## src/hw/rtl/mcavg_pkg.sv

```systemverilog
package mcavg_pkg;

  localparam int SAMPLE_W = 12;
  localparam int CH_W     = 4;
  localparam int VREF_W   = 13;
  localparam int OHM_W    = 20;
  localparam int PIN_W    = 13;
  localparam int MEAS_W   = 16;

  localparam int CFG_DATA_W = 20;
  localparam int CFG_IDX_W  = 2;

  localparam int DEF_NUM_CHANNELS   = 10;
  localparam int DEF_SETS_PER_BLOCK = 8;

  localparam logic [VREF_W-1:0] VREF_RESET   = VREF_W'(3300);
  localparam logic [OHM_W-1:0]  TOP_RESET    = OHM_W'(10000);
  localparam logic [OHM_W-1:0]  BOTTOM_RESET = OHM_W'(33000);

  // Shared divider: numerator wide enough for pin * (r1 + r2), divisor for r2
  localparam int DIV_NUM_W = PIN_W + OHM_W + 1;
  localparam int DIV_DEN_W = OHM_W;

  localparam logic [DIV_DEN_W-1:0] ADC_FULL_SCALE = DIV_DEN_W'(4095);

  typedef enum logic [CFG_IDX_W-1:0] {
    CFG_VREF   = 2'd0,
    CFG_TOP    = 2'd1,
    CFG_BOTTOM = 2'd2
  } cfg_reg_t;

  typedef struct packed {
    logic            acc;
    logic            clr;
    logic [CH_W-1:0] addr;
  } sum_cmd_t;

endpackage

```

## src/hw/rtl/mcavg_div.sv

```systemverilog
module mcavg_div #(
  parameter int NUM_W = mcavg_pkg::DIV_NUM_W,
  parameter int DEN_W = mcavg_pkg::DIV_DEN_W
) (
  input  logic             clk,
  input  logic             rst_n,
  input  logic             start,
  input  logic [NUM_W-1:0] num,
  input  logic [DEN_W-1:0] den,
  output logic             done,
  output logic [NUM_W-1:0] quo
);
  localparam int CNT_W = (NUM_W > 1) ? $clog2(NUM_W) : 1;

  logic             busy_r;
  logic             done_r;
  logic [CNT_W-1:0] cnt_r;
  logic [NUM_W-1:0] quo_r;
  logic [DEN_W-1:0] rem_r;
  logic [DEN_W-1:0] den_r;

  logic [DEN_W:0]   shifted;
  logic [DEN_W:0]   diff;
  logic             ge;
  logic [DEN_W-1:0] rem_nxt;

  // restoring division, one quotient bit per cycle
  always_comb begin
    shifted = {rem_r, quo_r[NUM_W-1]};
    diff    = shifted - {1'b0, den_r};
    ge      = (shifted >= {1'b0, den_r});
    rem_nxt = ge ? diff[DEN_W-1:0] : shifted[DEN_W-1:0];
  end

  always_ff @(posedge clk) begin
    if (!rst_n) begin
      busy_r <= 1'b0;
      done_r <= 1'b0;
      cnt_r  <= '0;
    end else begin
      done_r <= 1'b0;
      if (start && !busy_r) begin
        busy_r <= 1'b1;
        cnt_r  <= '0;
        quo_r  <= num;
        rem_r  <= '0;
        den_r  <= den;
      end else if (busy_r) begin
        rem_r <= rem_nxt;
        quo_r <= {quo_r[NUM_W-2:0], ge};
        cnt_r <= cnt_r + 1'b1;
        if (cnt_r == CNT_W'(NUM_W - 1)) begin
          busy_r <= 1'b0;
          done_r <= 1'b1;
        end
      end
    end
  end

  assign done = done_r;
  assign quo  = quo_r;

endmodule

```

## src/hw/rtl/mcavg_sums.sv

```systemverilog
module mcavg_sums #(
  parameter int NUM_CHANNELS = mcavg_pkg::DEF_NUM_CHANNELS,
  parameter int SUM_W        = 15
) (
  input  logic                          clk,
  input  logic                          rst_n,
  input  mcavg_pkg::sum_cmd_t           cmd,
  input  logic [mcavg_pkg::SAMPLE_W-1:0] sample,
  output logic [SUM_W-1:0]              sum
);
  import mcavg_pkg::*;

  localparam int IDX_W = (NUM_CHANNELS > 1) ? $clog2(NUM_CHANNELS) : 1;

  logic [SUM_W-1:0] sums_r [NUM_CHANNELS];
  logic [IDX_W-1:0] idx;

  assign idx = cmd.addr[IDX_W-1:0];
  assign sum = sums_r[idx];

  always_ff @(posedge clk) begin
    if (!rst_n) begin
      for (int i = 0; i < NUM_CHANNELS; i++) begin
        sums_r[i] <= '0;
      end
    end else if (cmd.clr) begin
      sums_r[idx] <= '0;
    end else if (cmd.acc) begin
      sums_r[idx] <= sums_r[idx] + SUM_W'(sample);
    end
  end

endmodule

```

## src/hw/rtl/multichannel_adc_averager_unit.sv

```systemverilog
// Per-channel oversampling averager for a round-robin ADC scan. Samples are
// taken one per cycle while idle (channel 0 first after reset) and summed per
// channel. The sample that completes SETS_PER_BLOCK scans starts the report: for
// each channel in order the block emits channel, truncated average, pin voltage
// (avg*vref/4095) and divider-corrected voltage pin*(r1+r2)/r2 (0 if r2 is 0,
// saturated at 65535), with last_of_block on the final channel, clearing each
// channel's sum once its average is taken. All three divisions share one
// restoring divider (the third is skipped when r2 is 0), and each channel waits
// on out_ready; no sample is taken during a report.
module multichannel_adc_averager_unit #(
  parameter int NUM_CHANNELS   = mcavg_pkg::DEF_NUM_CHANNELS,
  parameter int SETS_PER_BLOCK = mcavg_pkg::DEF_SETS_PER_BLOCK
) (
  input  logic                             clk,
  input  logic                             rst_n,

  input  logic                             cfg_wr_en,
  input  logic [mcavg_pkg::CFG_IDX_W-1:0]  cfg_index,
  input  logic [mcavg_pkg::CFG_DATA_W-1:0] cfg_wdata,

  input  logic                             in_valid,
  output logic                             in_ready,
  input  logic [mcavg_pkg::SAMPLE_W-1:0]   in_sample_value,

  output logic                             out_valid,
  input  logic                             out_ready,
  output logic [mcavg_pkg::CH_W-1:0]       out_channel_index,
  output logic [mcavg_pkg::SAMPLE_W-1:0]   out_average_raw,
  output logic [mcavg_pkg::PIN_W-1:0]      out_pin_millivolts,
  output logic [mcavg_pkg::MEAS_W-1:0]     out_measured_millivolts,
  output logic                             out_last_of_block
);
  import mcavg_pkg::*;

  localparam int SETS_LOG = (SETS_PER_BLOCK > 1) ? $clog2(SETS_PER_BLOCK) : 0;
  localparam int SCAN_W   = (SETS_PER_BLOCK > 1) ? $clog2(SETS_PER_BLOCK) : 1;
  localparam int SUM_W    = SAMPLE_W + SETS_LOG;

  localparam logic [CH_W-1:0]   LAST_CH   = CH_W'(NUM_CHANNELS - 1);
  localparam logic [SCAN_W-1:0] LAST_SCAN = SCAN_W'(SETS_PER_BLOCK - 1);

  typedef enum logic [3:0] {
    S_IDLE,
    S_AVG,
    S_AVG_W,
    S_PIN,
    S_PIN_W,
    S_MUL,
    S_MEAS,
    S_MEAS_W,
    S_OUT
  } state_t;

  state_t                state_r;
  logic [CH_W-1:0]       pos_r;
  logic [SCAN_W-1:0]     scans_r;
  logic [CH_W-1:0]       ch_r;
  logic [SAMPLE_W-1:0]   avg_r;
  logic [PIN_W-1:0]      pin_r;
  logic [DIV_NUM_W-1:0]  prod_r;
  logic [MEAS_W-1:0]     meas_r;

  logic [VREF_W-1:0]     vref_r;
  logic [OHM_W-1:0]      top_r;
  logic [OHM_W-1:0]      bottom_r;

  logic                  in_acc;
  logic                  out_acc;
  logic [OHM_W:0]        ohm_sum;

  sum_cmd_t              sum_cmd;
  logic [SUM_W-1:0]      sum;

  logic                  div_start;
  logic [DIV_NUM_W-1:0]  div_num;
  logic [DIV_DEN_W-1:0]  div_den;
  logic                  div_done;
  logic [DIV_NUM_W-1:0]  div_quo;

  assign in_ready = (state_r == S_IDLE);
  assign in_acc   = in_valid && in_ready;
  assign out_valid = (state_r == S_OUT);
  assign out_acc  = out_valid && out_ready;
  assign ohm_sum  = {1'b0, top_r} + {1'b0, bottom_r};

  always_ff @(posedge clk) begin
    if (!rst_n) begin
      vref_r   <= VREF_RESET;
      top_r    <= TOP_RESET;
      bottom_r <= BOTTOM_RESET;
    end else if (cfg_wr_en) begin
      unique case (cfg_index)
        CFG_VREF:   vref_r   <= cfg_wdata[VREF_W-1:0];
        CFG_TOP:    top_r    <= cfg_wdata[OHM_W-1:0];
        CFG_BOTTOM: bottom_r <= cfg_wdata[OHM_W-1:0];
        default:    ;
      endcase
    end
  end

  always_comb begin
    sum_cmd.acc  = in_acc;
    sum_cmd.clr  = (state_r == S_AVG_W) && div_done;
    sum_cmd.addr = (state_r == S_IDLE) ? pos_r : ch_r;
  end

  mcavg_sums #(
    .NUM_CHANNELS (NUM_CHANNELS),
    .SUM_W        (SUM_W)
  ) u_sums (
    .clk    (clk),
    .rst_n  (rst_n),
    .cmd    (sum_cmd),
    .sample (in_sample_value),
    .sum    (sum)
  );

  always_comb begin
    div_start = 1'b0;
    div_num   = DIV_NUM_W'(sum);
    div_den   = DIV_DEN_W'(SETS_PER_BLOCK);
    unique case (state_r)
      S_AVG: begin
        div_start = 1'b1;
      end
      S_PIN: begin
        div_start = 1'b1;
        div_num   = DIV_NUM_W'(avg_r) * DIV_NUM_W'(vref_r);
        div_den   = ADC_FULL_SCALE;
      end
      S_MEAS: begin
        div_start = (bottom_r != '0);
        div_num   = prod_r;
        div_den   = bottom_r;
      end
      default: ;
    endcase
  end

  mcavg_div #(
    .NUM_W (DIV_NUM_W),
    .DEN_W (DIV_DEN_W)
  ) u_div (
    .clk   (clk),
    .rst_n (rst_n),
    .start (div_start),
    .num   (div_num),
    .den   (div_den),
    .done  (div_done),
    .quo   (div_quo)
  );

  always_ff @(posedge clk) begin
    if (!rst_n) begin
      state_r <= S_IDLE;
      pos_r   <= '0;
      scans_r <= '0;
      ch_r    <= '0;
    end else begin
      unique case (state_r)
        S_IDLE: begin
          if (in_acc) begin
            if (pos_r == LAST_CH) begin
              pos_r <= '0;
              if (scans_r == LAST_SCAN) begin
                scans_r <= '0;
                ch_r    <= '0;
                state_r <= S_AVG;
              end else begin
                scans_r <= scans_r + 1'b1;
              end
            end else begin
              pos_r <= pos_r + 1'b1;
            end
          end
        end
        S_AVG: state_r <= S_AVG_W;
        S_AVG_W: begin
          if (div_done) begin
            avg_r   <= div_quo[SAMPLE_W-1:0];
            state_r <= S_PIN;
          end
        end
        S_PIN: state_r <= S_PIN_W;
        S_PIN_W: begin
          if (div_done) begin
            pin_r   <= div_quo[PIN_W-1:0];
            state_r <= S_MUL;
          end
        end
        S_MUL: begin
          prod_r  <= DIV_NUM_W'(pin_r) * DIV_NUM_W'(ohm_sum);
          state_r <= S_MEAS;
        end
        S_MEAS: begin
          if (bottom_r == '0) begin
            meas_r  <= '0;
            state_r <= S_OUT;
          end else begin
            state_r <= S_MEAS_W;
          end
        end
        S_MEAS_W: begin
          if (div_done) begin
            meas_r  <= (|div_quo[DIV_NUM_W-1:MEAS_W]) ? '1 : div_quo[MEAS_W-1:0];
            state_r <= S_OUT;
          end
        end
        S_OUT: begin
          if (out_acc) begin
            if (ch_r == LAST_CH) begin
              state_r <= S_IDLE;
            end else begin
              ch_r    <= ch_r + 1'b1;
              state_r <= S_AVG;
            end
          end
        end
        default: state_r <= S_IDLE;
      endcase
    end
  end

  assign out_channel_index       = ch_r;
  assign out_average_raw         = avg_r;
  assign out_pin_millivolts      = pin_r;
  assign out_measured_millivolts = meas_r;
  assign out_last_of_block       = (ch_r == LAST_CH);

endmodule

```

## config.mk

```make
export PLATFORM = sky130hd
export DESIGN_NAME = multichannel_adc_averager_unit
export DESIGN_NICKNAME = d
export VERILOG_FILES = /design/src/hw/rtl/mcavg_pkg.sv /design/src/hw/rtl/mcavg_div.sv /design/src/hw/rtl/mcavg_sums.sv /design/src/hw/rtl/multichannel_adc_averager_unit.sv
export SDC_FILE = /design/constraint.sdc
export NUM_CORES = 2
export LEC_CHECK = 0
export BUFFER_PORTS_ARGS = -buffer_cell sky130_fd_sc_hd__buf_2
export CORE_MARGIN = 2
export CORE_UTILIZATION = 35
export DETAILED_ROUTE_END_ITERATION = 8
export PLACE_DENSITY_LB_ADDON = 0.05
export SYNTH_ARGS = -nofsm -noshare
export SYNTH_HDL_FRONTEND = slang
export SYNTH_SLANG_ARGS = --single-unit
export TNS_END_PERCENT = 5
```

## constraint.sdc

```tcl
create_clock -name clk -period 6.8 [get_ports clk]
set_input_delay 0.34 -clock clk [delete_from_list [all_inputs] [get_ports clk]]
set_output_delay 0.34 -clock clk [all_outputs]
set_load 0.02 [all_outputs]
```

== Yosys cells after proc, flatten, opt, wreduce, memory -nomap -nowiden ==
Memory sizes are Yosys's and may differ from the RTL's.
Index checks and enable logic that the tools add are counted.

* Multiplexer cells: 46
* Magnitude comparators: 1
* $mul: 2
* Eq/ne operators: 23
* Add/sub/neg operators: 7
* Bitwise gates (word level): 3
* Reduce and logical (&&, ||, !) cells: 30

{| class="wikitable"
|+ Operator list
! kind !! number
|-
| $mux W34 || 2
|-
| $pmux W34 S2 || 1
|-
| $mux W4 || 16
|-
| $mux W16 || 3
|-
| $mux W20 || 2
|-
| $pmux W20 S2 || 1
|-
| $pmux W4 S9 || 1
|-
| $mul A13 B21 Y34 || 1
|-
| $pmux W16 S2 || 1
|-
| $mux W15 || 2
|-
| $mul A12 B13 Y25 || 1
|-
| $add A20 B20 Y21 || 1
|-
| $ge A21 B20 Y1 || 1
|-
| $logic_not A20 Y1 || 1
|-
| $reduce_bool A20 Y1 || 1
|-
| $sub A20 B20 Y20 || 1
|-
| $reduce_or A18 Y1 || 1
|-
| $eq A4 B3 Y1 const B || 4
|-
| $add A15 B12 Y15 || 1
|-
| $reduce_or A15 Y1 || 1
|-
| $mux W1 || 14
|-
| $ne A2 B1 Y1 const B || 7
|-
| $reduce_and A2 Y1 || 7
|-
| $eq A4 B4 Y1 const B || 3
|-
| other kinds (26) || 38
|}

* Word-level logic and storage cells: 130
* Bits in writable memories: 150
* Bits of input ports: 39
* Memories: 1
* Bits in registers: 225

{| class="wikitable"
|+ Memories
! name !! depth !! width !! rd ports !! clocked after memory_dff !! write ports !! RTL line !! text
|-
| u_sums.sums_r || 10 || 15 || 1 || 0 || 10 || mcavg_sums.sv:15 || <nowiki>logic [SUM_W-1:0] sums_r [NUM_CHANNELS];</nowiki>
|}

== Longest topological paths before layout ==
* Depth after elaboration: 9
* Mapped depth: 33

== Hierarchy ==
From an unflattened synthesis, not the netlist that was laid out.

* Cells, all modules: 3467
* Area total of the unflattened synthesis: 36010.8 µm²

{| class="wikitable"
|+ By module, submodules not included
! module !! cells an instance !! area an instance (µm²) !! instances
|-
| multichannel_adc_averager_unit || 2402 || 21135.3 || 1
|-
| mcavg_sums || 630 || 10478.8 || 1
|-
| mcavg_div || 435 || 4396.7 || 1
|}

== Least setup slack after synthesis ==
OpenSTA, ideal clock, no wires.

* Path kind: reg2reg
* Start: register bottom_r[0]
* End: register prod_r[33] (data pin)
* Required time: 6.540 ns
* Setup time: 0.260 ns
* Clock period less this slack: 7.245 ns
* Arrival time: 6.985 ns
* Path slack: -0.445 ns
* Stages on the path, launching flop included: 32
* Cell sequence: dfxtp_1 > ha_1 > inv_1 > fa_1 > nor2b_1 > o21ai_0 > a21oi_1 > o211a_1 > o21a_1 > o21ai_0 > o21ai_0 > xor2_1 > clkbuf_1 > nand2_1 > fa_1 > fa_1 > inv_1 > fa_1 > fa_1 > inv_1 > fa_1 > inv_1 > ha_1 > o21a_1 > o21ai_0 > o2bb2ai_1 > o211ai_1 > o31ai_1 > o211ai_1 > a21o_1 > a21oi_1 > xnor2_1

* Cells in the longest elaborated chain, start to end: 2

{| class="wikitable"
|+ Ends and longest elaborated chain
! item !! RTL line !! text
|-
| from (decl) || multichannel_adc_averager_unit.sv:65 || <nowiki>logic [OHM_W-1:0] bottom_r;</nowiki>
|-
| from (signal assigned) || multichannel_adc_averager_unit.sv:95 || <nowiki>CFG_BOTTOM: bottom_r <= cfg_wdata[OHM_W-1:0];</nowiki>
|-
| $add A20 B20 Y21 || multichannel_adc_averager_unit.sv:84 || <nowiki>assign ohm_sum = {1'b0, top_r} + {1'b0, bottom_r};</nowiki>
|-
| $mul A13 B21 Y34 || multichannel_adc_averager_unit.sv:192 || <nowiki>prod_r <= DIV_NUM_W'(pin_r) * DIV_NUM_W'(ohm_sum);</nowiki>
|-
| to (signal assigned) || multichannel_adc_averager_unit.sv:192 ||
|-
| to (decl) || multichannel_adc_averager_unit.sv:60 || <nowiki>logic [DIV_NUM_W-1:0] prod_r;</nowiki>
|}

No other way between the ends.
A chain may end at the register's enable or synchronous reset.

== Final worst setup path ==
Same ends and word-level chain as after synthesis.

==> metrics.log <==
INFO  metric proportion_of_netlist_area_held_by_the_largest_area_contributor = 33.4%
INFO  metric nets = 4138
INFO  metric met2_usage = 34.5%
INFO  metric largest_family_of_logic_cells_by_synthesized_area = adder cells
INFO  metric avgSynthCellArea = 10.5 µm²
INFO  metric power_density = 461 nW/µm²
INFO  metric seq_area = 13200 µm²
INFO  metric asr_flop_ratio_synth = 0%
INFO  metric critical_path.max_stage_delay = 0.54 ns
INFO  metric edff_count_synth = 389
INFO  metric clock_insertion_delay_worst_skew = 0.63 ns
INFO  metric fraction_of_layout_instances_using_a_drive_strength_above_1 = 16.5%
INFO  metric ir_drop_worst_vdd = 619 µV
INFO  metric syn_nets = 3898
INFO  metric ys_seq_elements = 465
INFO  metric cts_tree = done
INFO  metric power_leakage = 0.0179 µW
INFO  metric groute.layer.met1.usage = 27.8%
INFO  metric floorplan.die_area = 103000 µm²
INFO  metric setup_viol = 11
INFO  metric crit_type = flip-flop to flip-flop
INFO  metric clk_pin_slew_worst_paths = 0.06 ns
INFO  metric grt_antenna_before_repair = 5
INFO  metric timing.final.hold_violations = 0
INFO  metric required_arrival_time_at_the_worst_endpoint = 7.17 ns
INFO  metric cts_root_buffer = sky130_fd_sc_hd__clkbuf_16
INFO  metric postSynthCellCount = 3337
INFO  metric ports_placed_on_the_boundary = 87
INFO  metric yosys-mux-area-fraction = 4.79%
INFO  metric area_growth = 16.8%
INFO  metric synth.area.top_cells = sky130_fd_sc_hd__edfxtp_1 33%, sky130_fd_sc_hd__fa_1 18%, sky130_fd_sc_hd__ha_1 7.1%
INFO  metric wl_per_cell = 21.0 µm
INFO  metric yosys_warnings = 0
INFO  metric grt_pass1_vias = 26.4k
INFO  metric postRouteWirelength = 103 mm
INFO  metric synth-compound-area-share = 7.53%
INFO  metric placementRows = 116
INFO  metric synthFlopType = sky130_fd_sc_hd__edfxtp_1
INFO  metric drtIter0Drc = 1404
INFO  metric dr.pass1.iters = 5
INFO  metric layout.core_utilization = 41.0%
INFO  metric slew_violations = 0
INFO  metric maxCapViolations = 0
INFO  metric synth_seq_area_share = 37.7%
INFO  metric worst-endpoint-arrival = 7.57 ns
INFO  metric place.port_buffers = 86
INFO  metric finalWorstPathRequiredPeriod = 7.20 ns
INFO  metric multi_input_comb_area = 20100 µm²
INFO  metric timing.slew.headroom = 21.2%
INFO  metric cts.sinks = 465
INFO  metric cts_htree_levels = 2
INFO  metric via_count = 24.7k
INFO  metric library_cell_contributing_the_largest_single_delay_on_the_critical_path = sky130_fd_sc_hd__fa_1
INFO  metric start_util = 35.1%
INFO  metric post_synthesis_adder_cell_area_fraction = 25.5%
INFO  metric outcome = finished, violations left
INFO  metric ratio_of_routed_vias_to_standard_cells = 5.03
INFO  metric dp_cells = 4791
INFO  metric remaining_drc_errors = 0
INFO  metric final.setup.worst_slack = -0.404 ns
INFO  metric tns = -2.59 ns
INFO  metric crit_fanout = 7
INFO  metric cts_made_buffers = 55
INFO  metric cp_common_cell = sky130_fd_sc_hd__fa_1
INFO  metric post_synth_most_frequent_cells = 478 x sky130_fd_sc_hd__nand2_1, 418 x sky130_fd_sc_hd__inv_1, 389 x sky130_fd_sc_hd__edfxtp_1
INFO  metric most_used_routing_layer = met2
INFO  metric grt_max_degree = 87
INFO  metric failed_checks = setup timing
INFO  metric synthXorXnorAreaFrac = 2.35%
INFO  metric post-dp-hpwl = 79.5 mm
INFO  metric rsz0062_at_grt = yes
INFO  metric gp_routability_congestion = 0.845
INFO  metric grt_first_pass_wirelength = 161 mm
INFO  metric ant_nets = 0
INFO  metric synth_area_leader_cell = sky130_fd_sc_hd__edfxtp_1
INFO  metric min_path_type = input port to flip-flop
INFO  metric grtUsageMet3 = 2.64%
INFO  metric clock_tree.buffer_depth = 3
INFO  metric tightestPinTransition = 1.18 ns
INFO  metric grt_overflow = 0
INFO  metric synthDistinctLibCells = 78
INFO  metric worstSetupStartpointType = flip-flop
INFO  metric non_filler_cells_in_the_finished_layout = 4921
INFO  metric synth_simple_gate_area_share = 15.6%
INFO  metric fillCellCount = 9711
INFO  metric die_w = 320 µm
INFO  metric worst_clock_skew = 0.0220 ns
INFO  metric post_synth_instance_area = 35000 µm²
INFO  metric setup.worst_path.end_class = flip-flop
INFO  metric fp.dieH = 320 µm
INFO  metric layout_worst_path_cycle_share = 106%
INFO  metric maxClockFrequency = 0.139 GHz
INFO  metric synth_most_common_cell = sky130_fd_sc_hd__nand2_1
INFO  metric floorplan_core_area = 99700 µm²
INFO  metric grt_usage = 20.6%
path summary, 6_finish.rpt:
path / start / endpoint / slack, ns / cells after the start
worst max-delay path: bottom_r[0]$_SDFFE_PN0P_ / prod_r[33]$_DFFE_PP_ / -0.40 / 33
worst min-delay path: cfg_wdata[0] / top_r[0]$_SDFFE_PN0P_ / 0.03 / 3
worst max register to register: bottom_r[0]$_SDFFE_PN0P_ / prod_r[33]$_DFFE_PP_ / -0.40 / 33
worst min register to register: top_r[9]$_SDFFE_PN1P_ / top_r[9]$_SDFFE_PN1P_ / 0.48 / 2
routing by layer:
layer	wire length (µm)	share of wire [%]	up-vias
met5	13	0.013	-
met4	3130	3.0	2
met3	4040	3.9	138
met2	49900	48	486
met1	46300	45	12500
li1	-	-	11600
flip-flops by register name, indices dropped and copies added (netlist names):
name                     flops
u_div.done                   1
out_channel_index            4
u_sums.sums_r              240
u_div.rem_r                 20
pos_r                        4
u_div.busy_r                 1
bottom_r                    20
top_r                       20
out_pin_millivolts          13
out_average_raw             12
out_measured_millivolts     16
u_div.den_r                 20
prod_r                      34
vref_r                      13
scans_r                      3
state_r                      4
u_div.quo                   34
u_div.cnt_r                  6
final cells by class:
type | instances | share of cell area, %
well taps | 1298 | 3.97
multi-input cells | 2286 | 49.2
inverters | 419 | 3.84
repair buffers | 350 | 6.41
clock buffers | 68 | 3.61
flip-flops and latches | 465 | 32.3
diodes | 3 | 0.0183
clock inverters | 32 | 0.636
logic make-up (layout without fill, tap and decap cells):
| kind of cell | count (synthesis) | after routing |
|---|---|---|
| flip-flops | 465 | 465 |
| multiplexers | 89 | 89 |
| buffers and inverters | 586 | 869 |
| other | 0 | 3 |
| AO/OA/AOI/OAI | 393 | 393 |
| XOR/XNOR | 90 | 90 |
| AND/OR/NAND/NOR | 1192 | 1192 |
| adder cells (fa/ha/maj) | 522 | 522 |
placed cells by master (no fill, tap or decap), types with 54 or more instances in the layout:
master / Yosys / final
sky130_fd_sc_hd__buf_2: 12 / 86
sky130_fd_sc_hd__nand2_1: 478 / 474
sky130_fd_sc_hd__buf_4: 5 / 231
sky130_fd_sc_hd__and2_1: 200 / 195
sky130_fd_sc_hd__fa_1: 322 / 316
sky130_fd_sc_hd__ha_1: 200 / 182
sky130_fd_sc_hd__o21ai_0: 69 / 57
sky130_fd_sc_hd__a21oi_1: 77 / 67
sky130_fd_sc_hd__nand3_1: 59 / 57
sky130_fd_sc_hd__clkbuf_16: 0 / 57
sky130_fd_sc_hd__dfxtp_1: 76 / 70
sky130_fd_sc_hd__edfxtp_1: 389 / 389
sky130_fd_sc_hd__nor2_1: 295 / 286
sky130_fd_sc_hd__inv_1: 418 / 414
sky130_fd_sc_hd__mux4_2: 54 / 54
power by group:
part           switching (µW)  total, µW  internal, µW
clock                    1260       2850          1590
combinational            6260      12100          5810
sequential                177       3940          3760
total                    7700      18900         11200
critical path: cells and delay by family, from the launching register on:
kind / cells / cell delay [ns]
buffers and inverters: 7 / 0.56
AND/OR/NAND/NOR: 4 / 0.80
flip-flops: 1 / 0.35
adder cells (fa/ha/maj): 8 / 3.23
AO/OA/AOI/OAI: 12 / 1.75
XOR/XNOR: 2 / 0.23
metrics by stage:
step                total power, µW  hold slack, ns  instance area [µm²]  setup WS, ns
floorplan                     11200           0.447                35300       -0.0191
global placement              15200           0.464                38600        -0.620
detailed placement            15300           0.475                38600        -0.656
CTS                           18600        0.000524                40700        -0.413
global route                  20600          0.0198                40900        -0.728
finish                        18900          0.0309                40900        -0.404
what timing repair did:
item,4_1_cts,5_1_grt
endpoints found under the hold margin,27,0
gates cloned,1,0
pin swaps,45,41
setup buffers,7,6
endpoints found under the setup margin,18,21
resized for setup,44,35
hold buffers,14,0
Power figures use the tool's default switching activity.
